**config.mk**
```make
export PLATFORM = sky130hd
export DESIGN_NAME = dmmp_ram
export DESIGN_NICKNAME = d
export VERILOG_FILES = /design/src/sv/dmmp_ram.sv
export SDC_FILE = /design/constraint.sdc
export NUM_CORES = 1
export LEC_CHECK = 0
export BUFFER_PORTS_ARGS = -buffer_cell sky130_fd_sc_hd__buf_2
export CORE_UTILIZATION = 50
export CTS_CLUSTER_DIAMETER = 100
export CTS_CLUSTER_SIZE = 20
export DETAILED_ROUTE_END_ITERATION = 6
export PLACE_DENSITY = 0.7
export REMOVE_ABC_BUFFERS = 1
export SYNTH_ARGS = -nofsm -noshare
export SYNTH_HDL_FRONTEND = slang
export SYNTH_SLANG_ARGS = --single-unit
```
**constraint.sdc**
```tcl
create_clock -name clk_i -period 1.7 [get_ports clk_i]
set_clock_uncertainty 0.1 [all_clocks]
set_input_delay 0.255 -clock clk_i [delete_from_list [all_inputs] [get_ports clk_i]]
set_output_delay 0.255 -clock clk_i [all_outputs]
set_load 0.02 [all_outputs]
```
**src/sv/dmmp_ram.sv**
```systemverilog
`default_nettype none
module dmmp_ram #(
  parameter int WIDTH = 8,
  parameter int DEPTH = 16,
  localparam int AW = (DEPTH > 1) ? $clog2(DEPTH) : 1
) (
  input  wire logic             clk_i,
  input  wire logic             we_i,
  input  wire logic [AW-1:0]    waddr_i,
  input  wire logic [WIDTH-1:0] wdata_i,
  input  wire logic [AW-1:0]    raddr_i,
  output logic      [WIDTH-1:0] rdata_o
);

  logic [WIDTH-1:0] mem_q [DEPTH];

  always_ff @(posedge clk_i) begin
    if (we_i) begin
      mem_q[waddr_i] <= wdata_i;
    end
    rdata_o <= mem_q[raddr_i];
  end

endmodule
`default_nettype wire

```
== Yosys cells after proc, flatten, opt, wreduce, memory -nomap -nowiden ==
Memories as Yosys holds them, arrays and structs flattened. A register that Yosys moved wholly into a read port is not among the register bits.
Cells that the tools add are included.
Word-level totals
  register bits: 0
  bits in writable memories: 128
  bits of input ports: 18
  output and inout bits: 8
  word-level logic and storage cells: 3
  memories: 1
Memories
  mem_q: words 16, width 8, read ports 1, clocked after Yosys merged registers in 1, write ports 1, RTL line 15  | logic [WIDTH-1:0] mem_q [DEPTH];
Cells by class
  multiplexer cells: 2
Operators with widths (number)
  $mux 1: 2

== Depth between registers and ports, before layout ==
Gate-level depths: netlist of run 1.
  word-level depth: 2
  mapped depth: 5
  mapped depth without buffers: 3

== Worst setup path after synthesis of run 1 ==
OpenSTA, ideal clock, no wires.
  path kind: input to register
  from: input port waddr_i[2]
  to: memory mem_q[0][0], enable pin
  setup time: 0.383 ns
  arrival time: 1.365 ns
  path slack: -0.148 ns
  stages: 2
  path buffers: 0
  cells stage by stage: or3b_2 nor3_1
RTL lines
  from (decl): RTL line 9  | input wire logic [AW-1:0] waddr_i,
  to (decl): RTL line 15
Straight into the memory's write port.

==> results.md, run 1 <==
* WHS Path Cells at 1
* Number of DRC markers in iteration 0 at 128
* Yosys cell types at 19
* Core Rows at 36
* Initial antenna violation count at 0
* Most common cell after layout, fill and taps aside: edfxtp_1
* Drt total wl at 9410 um
* HP Class: in -> reg
* First-pass GRT wire length at 14,400 um
* Worst R2R End: rdata_o[3]$_DFF_P_
* Worst vdd ir at 0.537 mV
* Largest family of logic cells by synthesized area: multiplexers
* WL per Instance at 21.8 um
* PortBufs at 25
* Hold path startpoint: wdata_i[7]
* Pre-antenna DRT Iters at 4
* Synth-to-layout area growth at 19.7%
* Fin Hold WS at 0.0389 ns
* Synthesis Warnings at 0
* Largest net degree at the start of global routing at 18
* Setup-failing EPs final at 0
* Max-Cap Viols at 0
* CP Cell Sequence: mux4_1 -> a22oi_1 -> nand2_1
* Clock buffer count from CTS at 17
* Root Driver: clkbuf_8
* P_sw at 1.51 mW
* Sink Count at 136
* Crit path DAT at 1.72 ns
* Crit-path leading delay family: multiplexers
* Final period util at 0.847
* Setup repair bufs after CTS at 0
* Grt total ovfl at 0
* Syn_area_per_cell at 22.5 um^2
* ANT nets after route at 0
* Starting Density at 0.522
* Residual DRC count at 0
* I/O pins at 26
* P_leak at 2.13 nW
* Total number of vias at 2,399
* Hold buffers post-CTS at 0
* Combinational power share at 0.050
* Sw Ratio at 0.198
* Max Buffers Root-to-Sink at 2
* Post-synth EDFFs at 128
* Post-Syn Instances at 229
* Fin. Hold Viols at 0
* Asr flop ratio synth at 0
* Die Wd at 103 um
* Worst path slowest cell: mux4_1
* CP max stage delay at 0.53 ns
* Worst path depth at 3
* Sequential Power Share at 0.494
* Pwr/cell area at 1240 nW/um^2
* Setup crit start kind: flop
* Post-synthesis compound-gate area fraction at 0.0233
* Worst rel slew slack at 0.543
* Number of antenna diodes at 0
* Setup_tns at 0 ns
* Mux contribution to synthesized area at 0.150
* Worst-Skew Late Latency at 0.50 ns
* Die height at 103 um
* Top_reg_cell synth: edfxtp_1
* H-Tree Level Count at 4
* Crit path kind: reg -> reg
* Crit. Startpoint: mem_q[1][3]$_DFFE_PP_
* # nets final at 306
* Total Routing Usage GR at 0.202
* Core area at 9860 um^2
* Fill count at 676
* Origin of the critical flop-to-flop path: mem_q[1][3]$_DFFE_PP_
* Worst Setup EP: rdata_o[3]$_DFF_P_
* Total power at 7.64 mW
* Slew @ Worst Pin at 0.684 ns
* Post_cts resized at 0
* FF+latch count, synth at 136
* CP Buf/Inv Count at 0
* GP Congestion at 0.735
* Critical path data required time at 1.98 ns
* Final HPWL DP at 5980 um
* Vias in the first global route at 2,590
* Mapped cell area at 5150 um^2
* Sequential area share after synthesis at 0.778
* FMAX at 695 MHz
* Worst-path fanout max at 1
* Most frequent cells in the layout: edfxtp_1 (128), buf_2 (25), buf_4 (21), mux4_2 (18)
* CTS tree: yes
* Max-slew violations at 0
* Worst-path clk slew at 0.06 ns
* Final Critical Period at 1.44 ns
* Layout cells sized above 1 at 0.331
* Status: finished clean
* Pint at 6.12 mW
* Clock share of power at 0.456
* Finished Core Util at 0.625
* Worst R2R Setup Slack at 0.26 ns
* Synth Area in Simple Gates at 0.0318
* Setup crit end kind: flop
* Routed vias/inst at 5.55
* Die area at 10,700 um^2
* Reg2Reg Depth at 3
* RSZ-0062 raised after global routing: false
* XOR/XNOR share of the synthesized area at 0
* Synth Area in Adders at 0
[synth_stat cells, drive strengths merged (2+ instances only)]
cell / instances / area, um^2
a22oi: 16 / 120
mux4: 32 / 773
nor3: 4 / 20.0
nand2b: 2 / 12.5
nand2: 9 / 33.8
edfxtp: 128 / 3840
nand3b: 2 / 15.0
dfxtp: 8 / 160
clkdlybuf4s25: 3 / 30.0
buf: 7 / 56.3
nor2: 13 / 48.8
[power groups by stage]
stage	combinational, mW	sequential, mW	clock [mW]
floorplan	0.150	3.86	0
global placement	0.377	3.84	0
detailed placement	0.385	3.84	0
CTS	0.388	3.77	3.55
global route	0.414	3.78	3.70
finish	0.380	3.77	3.48
[worst min-delay path by stage]
| stage | end |
|---|---|
| 3_5_place_dp | mem_q[12][7]$_DFFE_PP_ |
| 5_1_grt | mem_q[12][7]$_DFFE_PP_ |
| 2_1_floorplan | mem_q[0][0]$_DFFE_PP_ |
| 3_3_place_gp | mem_q[12][7]$_DFFE_PP_ |
| 6_report | mem_q[12][7]$_DFFE_PP_ |
| 4_1_cts | mem_q[12][7]$_DFFE_PP_ |
[cell type report]
| class | count | area [um^2] | share of cell area |
|---|---|---|---|
| timing repair buffer | 50 | 363 | 0.0589 |
| clock inverter | 13 | 158 | 0.0256 |
| tap | 133 | 166 | 0.0270 |
| multi-input combinational | 83 | 1060 | 0.172 |
| clock buffer | 17 | 414 | 0.0672 |
| sequential | 136 | 4000 | 0.650 |
[kinds of logic (layout without fill, tap and decap cells)]
group,Yosys count,in the layout
multiplexers,32,32
AND/OR/NAND/NOR,35,35
buffers and inverters,10,80
AO/OA/AOI/OAI,16,16
flip-flops,136,136
[metrics by stage]
stage	area [um^2]	std cells	setup WS, ns
final	6160	432	0.261
after global routing	6160	432	0.150
after CTS	6160	432	0.238
after detailed placement	5590	402	-0.0817
after global placement	5590	402	-0.0753
after floorplan	5060	219	-0.148
[flip-flops by register name, indices dropped and copies added (netlist names)]
| name | cells |
|---|---|
| mem_q | 128 |
| rdata_o | 8 |
[routing by layer]
| metal | up-vias | GRT usage | share of wire |
|---|---|---|---|
| li1 | 1096 | - | - |
| met1 | 1216 | 0.284 | 0.45 |
| met2 | 79 | 0.308 | 0.49 |
| met3 | 8 | 0.0477 | 0.055 |
| met4 | 0 | 0.0813 | 0.0098 |
| met5 | - | 0 | 0 |
Power figures use the tool's default switching activity.
==> run 2, diff against run 1 <==
==> constraint.sdc (replaced) <==
create_clock -name clk_i -period 1.2 [get_ports clk_i]
set_clock_uncertainty 0.1 [all_clocks]
set_input_delay 0.18 -clock clk_i [delete_from_list [all_inputs] [get_ports clk_i]]
set_output_delay 0.18 -clock clk_i [all_outputs]
set_load 0.02 [all_outputs]
==> results.md, run 2 (synthesis results as in run 1) <==
* Clock share of power at 0.455
* Final period util at 1.14
* Worst rel slew slack at 0.379
* Core area at 9860 um^2
* Vias in the first global route at 2,646
* Die area at 10,700 um^2
* Die height at 103 um
* # nets final at 323
* Combinational power share at 0.060
* FMAX at 730 MHz
* M2 GR Usage at 0.329
* Max reg flops at 128
* Setup crit start kind: flop
* Sequential Power Share at 0.485
* GR Layer Usage met1 at 0.276
* Final Critical Period at 1.37 ns
* RSZ-0062 raised after global routing: true
* Sw Ratio at 0.204
* Worst-path clk slew at 0.06 ns
* Layout cells sized above 1 at 0.423
* Routed vias/inst at 5.57
* Largest net degree at the start of global routing at 17
* Residual DRC count at 0
* H-Tree Level Count at 4
* Slew @ Worst Pin at 0.930 ns
* WL per Instance at 21.7 um
* Total power at 11.0 mW
* GP Congestion at 0.740
* HP Class: in -> reg
* Setup crit end kind: flop
* Slack of the critical path at -0.170 ns
* Worst vdd ir at 0.760 mV
* Total Routing Usage GR at 0.210
* Max-slew violations at 0
* Top flop regs: mem_q: 128 flops, rdata_o: 8 flops
* Crit path kind: reg -> reg
* First-pass GRT wire length at 15,100 um
* Crit path DAT at 1.65 ns
* Worst-Skew Late Latency at 0.51 ns
* Starting Density at 0.522
* Number of antenna diodes at 0
* Sink Count at 136
* Die Wd at 103 um
* Critical path data required time at 1.48 ns
* P_leak at 2.19 nW
* Met3 Use GR at 0.0685
* Pwr/cell area at 1720 nW/um^2
* Max-Cap Viols at 0
* Core Rows at 36
* PortBufs at 25
* Final HPWL DP at 6100 um
* Clock buffer count from CTS at 17
* Placed cell area at 5680 um^2
* Synth-to-layout area growth at 24.5%
* P_sw at 2.25 mW
* Biggest register: mem_q
* ANT nets after route at 0
* Fin area at 6410 um^2
* Setup-failing EPs final at 16
* Most common cell after layout, fill and taps aside: edfxtp_1
* Initial antenna violation count at 0
* Most frequent cells in the layout: edfxtp_1 (128), mux4_2 (28), buf_4 (28), buf_2 (17), clkbuf_16 (16)
* Worst-path fanout max at 1
* Max Buffers Root-to-Sink at 2
* Number of DRC markers in iteration 0 at 168
* CTS tree: yes
* Pre-antenna DRT Iters at 4
* Status: complete, but fails checks
* I/O pins at 26
* Failing checks: negative setup slack
* Grt total ovfl at 0
* Drt total wl at 9780 um
* Root Driver: clkbuf_8
* Pint at 8.78 mW
* GRT Max-Usage Layer: met2
* Total number of vias at 2,508
* Fin. Hold Viols at 0
==> run 2: changes by cell type in the layout (fill, tap and decap cells not counted), moves of 2 or more <==
cell and change:
dfxtp_1 -7, a22oi_1 -10, buf_2 -8, mux4_1 -10, buf_12 +2, buf_4 +7
a22oi_2 +10, mux4_2 +10, dlygate4sd3_1 +8, dfxtp_2 +7, buf_6 +8
==> run 2: layout make-up <==
class	instances	area [um^2]
tap	133	166
clock buffer	18	418
fill	668	3460
sequential	136	4010
timing repair buffer	67	586
multi-input combinational	83	1070
clock inverter	13	156
==> run 2: through the flow <==
step	hold WS (ns)	setup WS [ns]	util	setup TNS (ns)	std cells
floorplan	0.179	-0.573	-	-21.05	219
global placement	0.466	-0.519	0.576	-25.19	411
detailed placement	0.478	-0.544	0.576	-27.26	411
CTS	0.0448	-0.182	0.650	-1.82	450
global route	0.0668	-0.206	0.650	-2.13	450
finish	0.0710	-0.170	0.650	-1.47	450
==> run 2: power by group through the flow <==
| stage | combinational (mW) | clock, mW | sequential [mW] |
|---|---|---|---|
| floorplan | 0.213 | 0 | 5.47 |
| global placement | 0.568 | 0 | 5.44 |
| detailed placement | 0.582 | 0 | 5.44 |
| CTS | 0.667 | 5.07 | 5.36 |
| global route | 0.711 | 5.24 | 5.37 |
| finish | 0.661 | 5.02 | 5.36 |
==> run 2: final timing paths <==
path | slack (ns) | end | from | depth (start not counted)
setup / recovery | -0.17 | rdata_o[6]$_DFF_P_ | mem_q[11][6]$_DFFE_PP_ | 3
hold reg to reg | 0.57 | rdata_o[3]$_DFF_P_ | mem_q[4][3]$_DFFE_PP_ | 3
hold / removal | 0.07 | rdata_o[3]$_DFF_P_ | raddr_i[1] | 4
setup reg to reg | -0.17 | rdata_o[6]$_DFF_P_ | mem_q[11][6]$_DFFE_PP_ | 3
==> run 2: layer usage <==
layer  wire length, um  vias to the layer above
met5                 0                        -
met4               106                        0
li1                  -                     1118
met3               543                       11
met1              4270                     1291
met2              4860                       88
==> run 2: critical path, stage by stage (launching register included) <==
cell and delay [ns]:
edfxtp_1 0.37, mux4_2 0.49, a22oi_2 0.17, nand2_1 0.11
==> run 2: repair_timing <==
item | 4_1_cts | 5_1_grt
buffers inserted | 0 | 0
hold buffers | 8 | 0
gates resized for setup | 40 | 3
hold endpoints to repair | 128 | 0
endpoints found under the setup margin | 16 | 16
pin swaps | 10 | 2
